$ cat src/wsd_pkg.sv
package wsd_pkg;

   localparam int MAX_LEDS   = 64;
   localparam int LED_ADDR_W = (MAX_LEDS > 1) ? $clog2(MAX_LEDS) : 1;
   localparam int LED_CNT_W  = $clog2(MAX_LEDS + 1);
   localparam int WORD_W     = 24;
   localparam int BIT_POS_W  = 5;
   localparam int TICK_W     = 16;
   localparam int PULSE_W    = 10;
   localparam int COUNT_W    = 7;

   localparam logic [BIT_POS_W-1:0] BITS_PER_LED = BIT_POS_W'(WORD_W);

   // request kinds carried in tuser
   localparam logic [1:0] REQ_TICK  = 2'd0;
   localparam logic [1:0] REQ_WRITE = 2'd1;
   localparam logic [1:0] REQ_START = 2'd2;

   // register indexes of the csr port
   localparam logic [1:0] CSR_SHORT_TICKS = 2'd0;
   localparam logic [1:0] CSR_LONG_TICKS  = 2'd1;
   localparam logic [1:0] CSR_RESET_TICKS = 2'd2;
   localparam logic [1:0] CSR_LED_COUNT   = 2'd3;

   localparam logic [PULSE_W-1:0] SHORT_TICKS_RST = PULSE_W'(40);
   localparam logic [PULSE_W-1:0] LONG_TICKS_RST  = PULSE_W'(80);
   localparam logic [TICK_W-1:0]  RESET_TICKS_RST = TICK_W'(30000);
   localparam logic [COUNT_W-1:0] LED_COUNT_RST   = COUNT_W'(10);

   typedef enum logic [1:0] {
      PH_IDLE  = 2'd0,
      PH_RESET = 2'd1,
      PH_HIGH  = 2'd2,
      PH_LOW   = 2'd3
   } phase_type;

   typedef struct packed {
      logic line_level;
      logic busy_res;
      logic frame_done;
      logic request_ignored;
   } rsp_type;

endpackage

$ cat src/wsd_ram.sv
module wsd_ram #(
   parameter int WIDTH = 24,
   parameter int DEPTH = 64
) (
   input  logic                             clock,
   input  logic                             wr_en,
   input  logic [$clog2(DEPTH)-1:0]         wr_addr,
   input  logic [WIDTH-1:0]                 wr_data,
   input  logic [$clog2(DEPTH)-1:0]         rd_addr,
   output logic [WIDTH-1:0]                 rd_data
);

   logic [WIDTH-1:0] mem [DEPTH];
   logic [WIDTH-1:0] rd_data_ff;

   always_ff @(posedge clock) begin
      if (wr_en) begin
         mem[wr_addr] <= wr_data;
      end
      rd_data_ff <= mem[rd_addr];
   end

   assign rd_data = rd_data_ff;

endmodule

$ cat src/wsd_rsp_skid.sv
module wsd_rsp_skid (
   input  logic             clock,
   input  logic             reset,
   input  logic             in_valid,
   output logic             in_ready,
   input  wsd_pkg::rsp_type in_data,
   output logic             out_valid,
   input  logic             out_ready,
   output wsd_pkg::rsp_type out_data
);

   logic             out_valid_ff, out_valid_in;
   logic             skid_valid_ff, skid_valid_in;
   wsd_pkg::rsp_type out_data_ff, out_data_in;
   wsd_pkg::rsp_type skid_data_ff, skid_data_in;
   logic             take;
   logic             push;

   assign in_ready = ~skid_valid_ff;
   assign take     = out_valid_ff & out_ready;
   assign push     = in_valid & ~skid_valid_ff;

   always_comb begin
      out_valid_in  = out_valid_ff;
      out_data_in   = out_data_ff;
      skid_valid_in = skid_valid_ff;
      skid_data_in  = skid_data_ff;
      if (skid_valid_ff) begin
         if (take) begin
            out_data_in   = skid_data_ff;
            skid_valid_in = 1'b0;
         end
      end else if (push) begin
         if (!out_valid_ff || take) begin
            out_data_in  = in_data;
            out_valid_in = 1'b1;
         end else begin
            skid_data_in  = in_data;
            skid_valid_in = 1'b1;
         end
      end else if (take) begin
         out_valid_in = 1'b0;
      end
   end

   always_ff @(posedge clock) begin
      if (reset) begin
         out_valid_ff  <= 1'b0;
         skid_valid_ff <= 1'b0;
      end else begin
         out_valid_ff  <= out_valid_in;
         skid_valid_ff <= skid_valid_in;
      end
      out_data_ff  <= out_data_in;
      skid_data_ff <= skid_data_in;
   end

   assign out_valid = out_valid_ff;
   assign out_data  = out_data_ff;

endmodule

$ cat src/ws2812_pixel_line_driver.sv
// ws2812 pixel line driver
//
// every req transaction is one clock tick of the led line timing and yields
// exactly one rsp transaction, in order. req_tuser carries the request kind:
// plain tick, pixel write (index and g/r/b levels in req_tdata) or frame start.
// rsp_tdata reports the line level for that tick, the busy flag and the
// refused-request flag; rsp_tlast marks the tick that ends the last bit.
// a start holds the line low for reset_ticks, then sends led_count words of
// 24 bits, green first, msb first; a one is long high / short low.
// the response of a transaction is registered in the rsp skid stage before it shows on rsp.
// throughput: one transaction per cycle sustained while rsp_tready stays high; the frame
// store is a one-port-write, one-port-read ram with a registered read, and the
// next led word is prefetched while the current one is shifted out.
// reset clears the csr registers to their defaults, puts the engine in idle
// and clears the frame store at once through per-entry valid bits (no sweep).
// when the rsp side stalls, one more transaction is taken into a skid stage,
// after that req_tready stays low until the receiver takes a response again.
// csr writes are meant for idle periods and take effect on the next cycle.
module ws2812_pixel_line_driver (
   input  logic        clock,
   input  logic        reset,
   // request stream
   input  logic        req_tvalid,
   output logic        req_tready,
   input  logic [31:0] req_tdata,  // led_index[5:0], red_level[13:6],
                                   // green_level[21:14], blue_level[29:22], zero
   input  logic [1:0]  req_tuser,  // req_type[1:0]
   // response stream
   output logic        rsp_tvalid,
   input  logic        rsp_tready,
   output logic [7:0]  rsp_tdata,  // line_level[0], busy_res[1],
                                   // request_ignored[2], zero
   output logic        rsp_tlast,  // frame_done
   // csr write port
   input  logic        csr_we,
   input  logic [1:0]  csr_index,
   input  logic [15:0] csr_wdata
);

   localparam int AW = wsd_pkg::LED_ADDR_W;
   localparam int CW = wsd_pkg::LED_CNT_W;
   localparam int WW = wsd_pkg::WORD_W;
   localparam int TW = wsd_pkg::TICK_W;
   localparam int PW = wsd_pkg::PULSE_W;
   localparam int BW = wsd_pkg::BIT_POS_W;

   // ---------------------------------------------------------------- csr regs
   logic [PW-1:0]                short_ticks_ff;
   logic [PW-1:0]                long_ticks_ff;
   logic [TW-1:0]                reset_ticks_ff;
   logic [wsd_pkg::COUNT_W-1:0]  led_count_ff;

   always_ff @(posedge clock) begin
      if (reset) begin
         short_ticks_ff <= wsd_pkg::SHORT_TICKS_RST;
         long_ticks_ff  <= wsd_pkg::LONG_TICKS_RST;
         reset_ticks_ff <= wsd_pkg::RESET_TICKS_RST;
         led_count_ff   <= wsd_pkg::LED_COUNT_RST;
      end else if (csr_we) begin
         unique case (csr_index)
            wsd_pkg::CSR_SHORT_TICKS: short_ticks_ff <= csr_wdata[PW-1:0];
            wsd_pkg::CSR_LONG_TICKS:  long_ticks_ff  <= csr_wdata[PW-1:0];
            wsd_pkg::CSR_RESET_TICKS: reset_ticks_ff <= csr_wdata[TW-1:0];
            wsd_pkg::CSR_LED_COUNT:   led_count_ff   <= csr_wdata[wsd_pkg::COUNT_W-1:0];
            default: ;
         endcase
      end
   end

   // zero counts act as one, led count saturates at the store depth
   logic [PW-1:0] short_len;
   logic [PW-1:0] long_len;
   logic [TW-1:0] reset_len;
   logic [CW-1:0] eff_count;

   assign short_len = (short_ticks_ff == '0) ? PW'(1) : short_ticks_ff;
   assign long_len  = (long_ticks_ff == '0) ? PW'(1) : long_ticks_ff;
   assign reset_len = (reset_ticks_ff == '0) ? TW'(1) : reset_ticks_ff;

   always_comb begin
      if (led_count_ff == '0) begin
         eff_count = CW'(1);
      end else if (led_count_ff > wsd_pkg::MAX_LEDS) begin
         eff_count = CW'(wsd_pkg::MAX_LEDS);
      end else begin
         eff_count = CW'(led_count_ff);
      end
   end

   // ---------------------------------------------------------------- request
   logic       accept;
   logic [1:0] req_type;
   logic [5:0] led_index;
   logic [7:0] red_level;
   logic [7:0] green_level;
   logic [7:0] blue_level;

   assign accept      = req_tvalid & req_tready;
   assign req_type    = req_tuser;
   assign led_index   = req_tdata[5:0];
   assign red_level   = req_tdata[13:6];
   assign green_level = req_tdata[21:14];
   assign blue_level  = req_tdata[29:22];

   // ---------------------------------------------------------------- engine state
   wsd_pkg::phase_type phase_ff, phase_in, phase_cur;
   logic [TW-1:0]      tick_ff, tick_in, tick_cur, tick_inc;
   logic [BW-1:0]      bit_pos_ff, bit_pos_in, bit_inc;
   logic [AW-1:0]      led_pos_ff, led_pos_in;
   logic [CW-1:0]      led_inc;
   logic [WW-1:0]      shifter_ff, shifter_in;
   logic [WW-1:0]      word0_ff, word0_in;
   logic [wsd_pkg::MAX_LEDS-1:0] valid_ff, valid_in;

   logic idle;
   logic in_range;
   logic write_ok;
   logic start_ok;
   logic ignored;
   logic one_bit;

   assign idle     = (phase_ff == wsd_pkg::PH_IDLE);
   assign in_range = (led_index < eff_count);
   assign write_ok = (req_type == wsd_pkg::REQ_WRITE) && idle && in_range;
   assign start_ok = (req_type == wsd_pkg::REQ_START) && idle;
   assign ignored  = ((req_type == wsd_pkg::REQ_WRITE) && !(idle && in_range)) ||
                     ((req_type == wsd_pkg::REQ_START) && !idle);

   // a start from idle enters the reset phase on the same tick
   assign phase_cur = start_ok ? wsd_pkg::PH_RESET : phase_ff;
   assign tick_cur  = start_ok ? '0 : tick_ff;
   assign tick_inc  = tick_cur + TW'(1);
   assign bit_inc   = bit_pos_ff + BW'(1);
   assign led_inc   = CW'(led_pos_ff) + CW'(1);
   assign one_bit   = shifter_ff[WW-1];

   logic reset_end;
   logic high_end;
   logic low_end;
   logic bit_last;
   logic led_last;

   assign reset_end = (tick_inc >= reset_len);
   assign high_end  = (tick_inc >= TW'(one_bit ? long_len : short_len));
   assign low_end   = (tick_inc >= TW'(one_bit ? short_len : long_len));
   assign bit_last  = (bit_inc >= wsd_pkg::BITS_PER_LED);
   assign led_last  = (led_inc >= eff_count);

   // ---------------------------------------------------------------- frame store
   // the next led's word is read continuously at led_pos + 1; the store only
   // changes while idle, so the read data is settled long before a word ends.
   // entry zero is mirrored in word0_ff so a frame can start right after a write
   logic [AW-1:0] rd_addr;
   logic [AW-1:0] rd_addr_ff;
   logic [WW-1:0] rd_data;
   logic [WW-1:0] next_word;
   logic [WW-1:0] wr_word;

   assign rd_addr   = led_pos_ff + AW'(1);
   assign wr_word   = {green_level, red_level, blue_level};
   assign next_word = valid_ff[rd_addr_ff] ? rd_data : '0;

   wsd_ram #(
      .WIDTH (WW),
      .DEPTH (wsd_pkg::MAX_LEDS)
   ) u_frame_store (
      .clock   (clock),
      .wr_en   (accept & write_ok),
      .wr_addr (AW'(led_index)),
      .wr_data (wr_word),
      .rd_addr (rd_addr),
      .rd_data (rd_data)
   );

   always_ff @(posedge clock) begin
      rd_addr_ff <= rd_addr;
   end

   // ---------------------------------------------------------------- next phase
   always_comb begin
      phase_in = phase_ff;
      if (accept) begin
         unique case (phase_cur)
            wsd_pkg::PH_RESET: if (reset_end) phase_in = wsd_pkg::PH_HIGH;
                               else phase_in = wsd_pkg::PH_RESET;
            wsd_pkg::PH_HIGH:  if (high_end) phase_in = wsd_pkg::PH_LOW;
                               else phase_in = wsd_pkg::PH_HIGH;
            wsd_pkg::PH_LOW: begin
               if (low_end && bit_last && led_last) begin
                  phase_in = wsd_pkg::PH_IDLE;
               end else if (low_end) begin
                  phase_in = wsd_pkg::PH_HIGH;
               end else begin
                  phase_in = wsd_pkg::PH_LOW;
               end
            end
            default: phase_in = wsd_pkg::PH_IDLE;
         endcase
      end
   end

   // ---------------------------------------------------------------- datapath and outputs
   wsd_pkg::rsp_type rsp_now;

   always_comb begin
      tick_in    = tick_ff;
      bit_pos_in = bit_pos_ff;
      led_pos_in = led_pos_ff;
      shifter_in = shifter_ff;
      word0_in   = word0_ff;
      valid_in   = valid_ff;
      rsp_now    = '0;
      rsp_now.request_ignored = ignored;
      if (accept) begin
         if (write_ok) begin
            valid_in[AW'(led_index)] = 1'b1;
            if (led_index == '0) begin
               word0_in = wr_word;
            end
         end
         unique case (phase_cur)
            wsd_pkg::PH_RESET: begin
               rsp_now.busy_res = 1'b1;
               tick_in          = tick_inc;
               if (reset_end) begin
                  tick_in    = '0;
                  led_pos_in = '0;
                  bit_pos_in = '0;
                  shifter_in = word0_ff;
               end
            end
            wsd_pkg::PH_HIGH: begin
               rsp_now.busy_res   = 1'b1;
               rsp_now.line_level = 1'b1;
               tick_in            = high_end ? '0 : tick_inc;
            end
            wsd_pkg::PH_LOW: begin
               rsp_now.busy_res = 1'b1;
               tick_in          = tick_inc;
               if (low_end) begin
                  tick_in    = '0;
                  shifter_in = {shifter_ff[WW-2:0], 1'b0};
                  bit_pos_in = bit_inc;
                  if (bit_last) begin
                     bit_pos_in = '0;
                     if (led_last) begin
                        led_pos_in         = '0;
                        rsp_now.frame_done = 1'b1;
                     end else begin
                        led_pos_in = AW'(led_inc);
                        shifter_in = next_word;
                     end
                  end
               end
            end
            default: ;
         endcase
      end
   end

   always_ff @(posedge clock) begin
      if (reset) begin
         phase_ff   <= wsd_pkg::PH_IDLE;
         tick_ff    <= '0;
         bit_pos_ff <= '0;
         led_pos_ff <= '0;
         shifter_ff <= '0;
         word0_ff   <= '0;
         valid_ff   <= '0;
      end else begin
         phase_ff   <= phase_in;
         tick_ff    <= tick_in;
         bit_pos_ff <= bit_pos_in;
         led_pos_ff <= led_pos_in;
         shifter_ff <= shifter_in;
         word0_ff   <= word0_in;
         valid_ff   <= valid_in;
      end
   end

   // ---------------------------------------------------------------- response side
   wsd_pkg::rsp_type rsp_out;
   logic             skid_ready;

   assign req_tready = skid_ready;

   wsd_rsp_skid u_rsp_skid (
      .clock     (clock),
      .reset     (reset),
      .in_valid  (req_tvalid),
      .in_ready  (skid_ready),
      .in_data   (rsp_now),
      .out_valid (rsp_tvalid),
      .out_ready (rsp_tready),
      .out_data  (rsp_out)
   );

   assign rsp_tdata = {5'b0, rsp_out.request_ignored, rsp_out.busy_res, rsp_out.line_level};
   assign rsp_tlast = rsp_out.frame_done;

endmodule

$ cat config.mk
export PLATFORM = sky130hd
export DESIGN_NAME = ws2812_pixel_line_driver
export DESIGN_NICKNAME = d
export VERILOG_FILES = /design/src/wsd_pkg.sv /design/src/wsd_ram.sv /design/src/wsd_rsp_skid.sv /design/src/ws2812_pixel_line_driver.sv
export SDC_FILE = /design/constraint.sdc
export NUM_CORES = 2
export LEC_CHECK = 0
export BUFFER_PORTS_ARGS = -buffer_cell sky130_fd_sc_hd__buf_2
export CORE_UTILIZATION = 57
export CTS_CLUSTER_SIZE = 10
export DETAILED_ROUTE_END_ITERATION = 12
export PLACE_DENSITY = 0.8
export SKIP_LAST_GASP = 1
export SLEW_MARGIN = 10
export SYNTH_ARGS = -nofsm -noshare
export SYNTH_HDL_FRONTEND = slang
export SYNTH_SLANG_ARGS = --single-unit
$ cat constraint.sdc
create_clock -name clock -period 4.5 [get_ports clock]
set_clock_uncertainty 0.05 [all_clocks]
set_input_delay 0 -clock clock [delete_from_list [all_inputs] [get_ports clock]]
set_output_delay 0 -clock clock [all_outputs]
set_load 0.01 [all_outputs]
==> impl_results.md <==
* Largest net degree at the start of global routing at 108
* Most common cell in the netlist: edfxtp_1
* Crit path capture type: flop
* Yosys reg bits at between 1,500 and 2,000
* Commonest cells in the synthesized netlist: edfxtp_1 (1,544), mux4_2 (496), dfxtp_1 (216), nand2_1 (193), clkbuf_1 (127)
* Top cells by area, synth: edfxtp_1 (68%), mux4_2 (16%), dfxtp_1 (6.3%), nand2_1 (1.1%), mux2i_1 (0.96%)
* Initial DRC Count at 5,868
* Die ar. at ~120,000 sq um
* Register area share after synthesis at 0.738
* Design Power at 32,600 uW
* Fin. Hold Viols at 0
* Post-synth top area cell: edfxtp_1
* Worst Setup SP: phase_ff[1]
* Row cnt at 126
* Drt via density at 6.95
* Placed cell areas at 71,900 sq um
* Number of global-route vias before repair at 38,200
* Sequential Power Share at 0.545
* Hpwl dp at around 90,000 um
* Drt first pass iters at 9
* Gr usage total at 0.306
* Pre-CTS setup slack at -24.2 ps
* First-pass GRT wire length at 264,000 um
* WP data required at between 5000 and 6000 ps
* Worst setup margin at 196 ps
* Gr ovfl total at 0
* Clock Root Buffer: clkbuf_16
* Max Slew Vio Count at 0
* Share of cells above drive strength 1 at 0.264
* Final core occ at 0.660
* Power share of the combinational group at 0.019
* Top-area cell type share of the netlist area at 0.675
* Startpoint types: flop
* Synthesized area at 68,700 sq um
* CTS buffer count at roughly 190
* Area Growth Syn to Fin at 14.0%
* Synthesized instance count at 3,426
* Cell Count, Final, Fillers Out at around 5,400
* Yosys warns at 0
* Distinct cells, synth at 63
* Slew Limit Headroom at 0.101
* Number of synthesized flops with an enable pin at 1,544
* Final weighted congestion in routability-driven placement at 0.863
* Die X at between 300 and 400 um
* Avg Cell Area, Syn at 20.0 sq um
* Tmin final at 4300 ps
* Placed insts at around 5,000
* Power Density at 417 nW/um^2
* CTS H-tree lvls at 4
* Final setup violation count at 0
* Fmax at roughly 230 MHz
* Outcome: complete, no violations
* CP max FO at 18
* Max Cap Viol at 0
* Residual DRC at 0
* Reg-to-Reg Start: phase_ff[1]
* Maximum vdd drop at 0.337 mV
* Least-Margin Pin Slew at about 1300 ps
* Clock transition at path regs at 60 ps
* Clock power frac at 0.436
* FF+latch area at roughly 50,000 sq um
* Pleak at between 0.02 and 0.025 uW
* WL/cell at 34.1 um
* Vias at 37,700
* CTS tree: yes
* I/O Buffers at 60
* I/O pin total at 68
* FFs w/ async S/R, synth at 0
* Maximum clock path buffer count at 3
* Fillers at 7,039
* Starting density of the core at 0.579
* Die Height at 349 um
* Final nets at about 3,800
* Period utilization at 0.956
* Core region area at 119,000 sq um
* Final wirelength at 185,000 um
* Clock sink count at 1,760
* Synth Flop Type: edfxtp_1
* Net switching power at between 6000 and 7000 uW
* Area of the multi-input gates at 17,600 sq um
* Power Internal at 25,900 uW
* Latest clock arrival within the worst-skew pair at ~800 ps
* Switch share at 0.206
* Hold Path Origin: csr_wdata[6]
* Post-route cell area at between 70,000 and 80,000 sq um
* Worst Path Class, Setup: reg2reg
* CP Data Arrival Time at 4940 ps
* Antenna Nets Post-Route at 0
* Antenna violations before repair at 11
* Worst Hold Class: in2reg
## layer usage
layer / GRT usage / vias to the layer above / wire, um
li1: - / 14600 / -
met1: 0.400 / 19400 / 64600
met2: 0.485 / 3024 / 88600
met3: 0.0658 / 629 / 20700
met4: 0.167 / 16 / 10800
met5: 0 / - / 172
## critical path, stage by stage, from the launching register on
cell       delay [ps]
dfxtp_1           310
or2_2             340
nand2b_4          190
nand2_1           110
inv_1              90
ha_2              220
inv_2              90
nor2_2             60
nand3_1           100
xor2_1            180
nor2_2             90
ha_1              220
a2111oi_2         290
o21ai_0           140
o22a_1            270
or4_4             540
a32oi_4           320
buf_12            200
buf_12            150
nand3_1           100
o31ai_1           130
## layout by cell type (no fill, tap or decap), types with 65 or more instances in the layout
cell / instances
nor2_1: 78
dlygate4sd3_1: 89
nand2_1: 192
dfxtp_1: 215
o21a_1: 65
clkbuf_1: 83
mux4_2: 496
clkbuf_16: 197
mux2i_1: 66
edfxtp_1: 1544
buf_4: 126
## through the flow
| stage | hold slack, ps | TNS (ps) |
|---|---|---|
| finish | 47.0 | 0 |
| global route | 54.5 | -7.60 |
| global placement | 152 | 0 |
| detailed placement | 160 | -45.9 |
| CTS | 3.59 | -5.52 |
| floorplan | 48.9 | 0 |
## what timing repair did
action	4_1_cts	5_1_grt
hold endpoints to repair	1310	129
gates resized for setup	2	8
hold buffers	88	2
setup buffers	0	1
pin swaps	0	1
gates cloned	0	1
endpoints found under the setup margin	10	52
## registers in the layout (all words and copies together), names as in the netlist, 7 cells and up
name,count
u_frame_store.rd_data,24
u_frame_store.mem,1536
long_ticks_ff,10
shifter_ff,24
short_ticks_ff,10
word0_ff,24
valid_ff,64
led_count_ff,7
reset_ticks_ff,16
tick_ff,16
## logic make-up (layout without fill, tap and decap cells)
kind of cell             after synthesis  after routing  share of synthesized area
multiplexers                         566            566                      0.173
AND/OR/NAND/NOR                      488            488                     0.0321
XOR/XNOR                              19             19                    0.00242
other                                  1              7                  0.0000546
AO/OA/AOI/OAI                        316            316                     0.0317
adder cells (fa/ha/maj)               52             52                    0.00947
flip-flops                          1760           1760                      0.738
buffers and inverters                224            611                     0.0133
## power by group through the flow
stage	clock (uW)	sequential [uW]	combinational [uW]
after CTS	14300	17800	584
after global placement	0	18100	496
after floorplan	0	18100	152
after detailed placement	0	18100	521
after global routing	14900	17800	635
final	14200	17800	613
## cell type report
class / count / share of cell area
flip-flops and latches: 1760 / 0.647
multi-input cells: 1446 / 0.225
clock buffers: 280 / 0.0668
repair buffers: 286 / 0.0309
well taps: 1600 / 0.0256
clock inverters: 15 / 0.00312
inverters: 30 / 0.00147
diodes: 2 / 0.0000639
## worst paths after layout
check | endpoint | slack, ps | depth (start not counted)
worst max register to register | shifter_ff[12] | 200 | 20
worst min register to register | shifter_ff[0] | 420 | 2
worst min-delay path | reset_ticks_ff[6] | 50 | 4
worst max-delay path | shifter_ff[12] | 200 | 20
No activity file was read; power rests on OpenSTA's default activity.
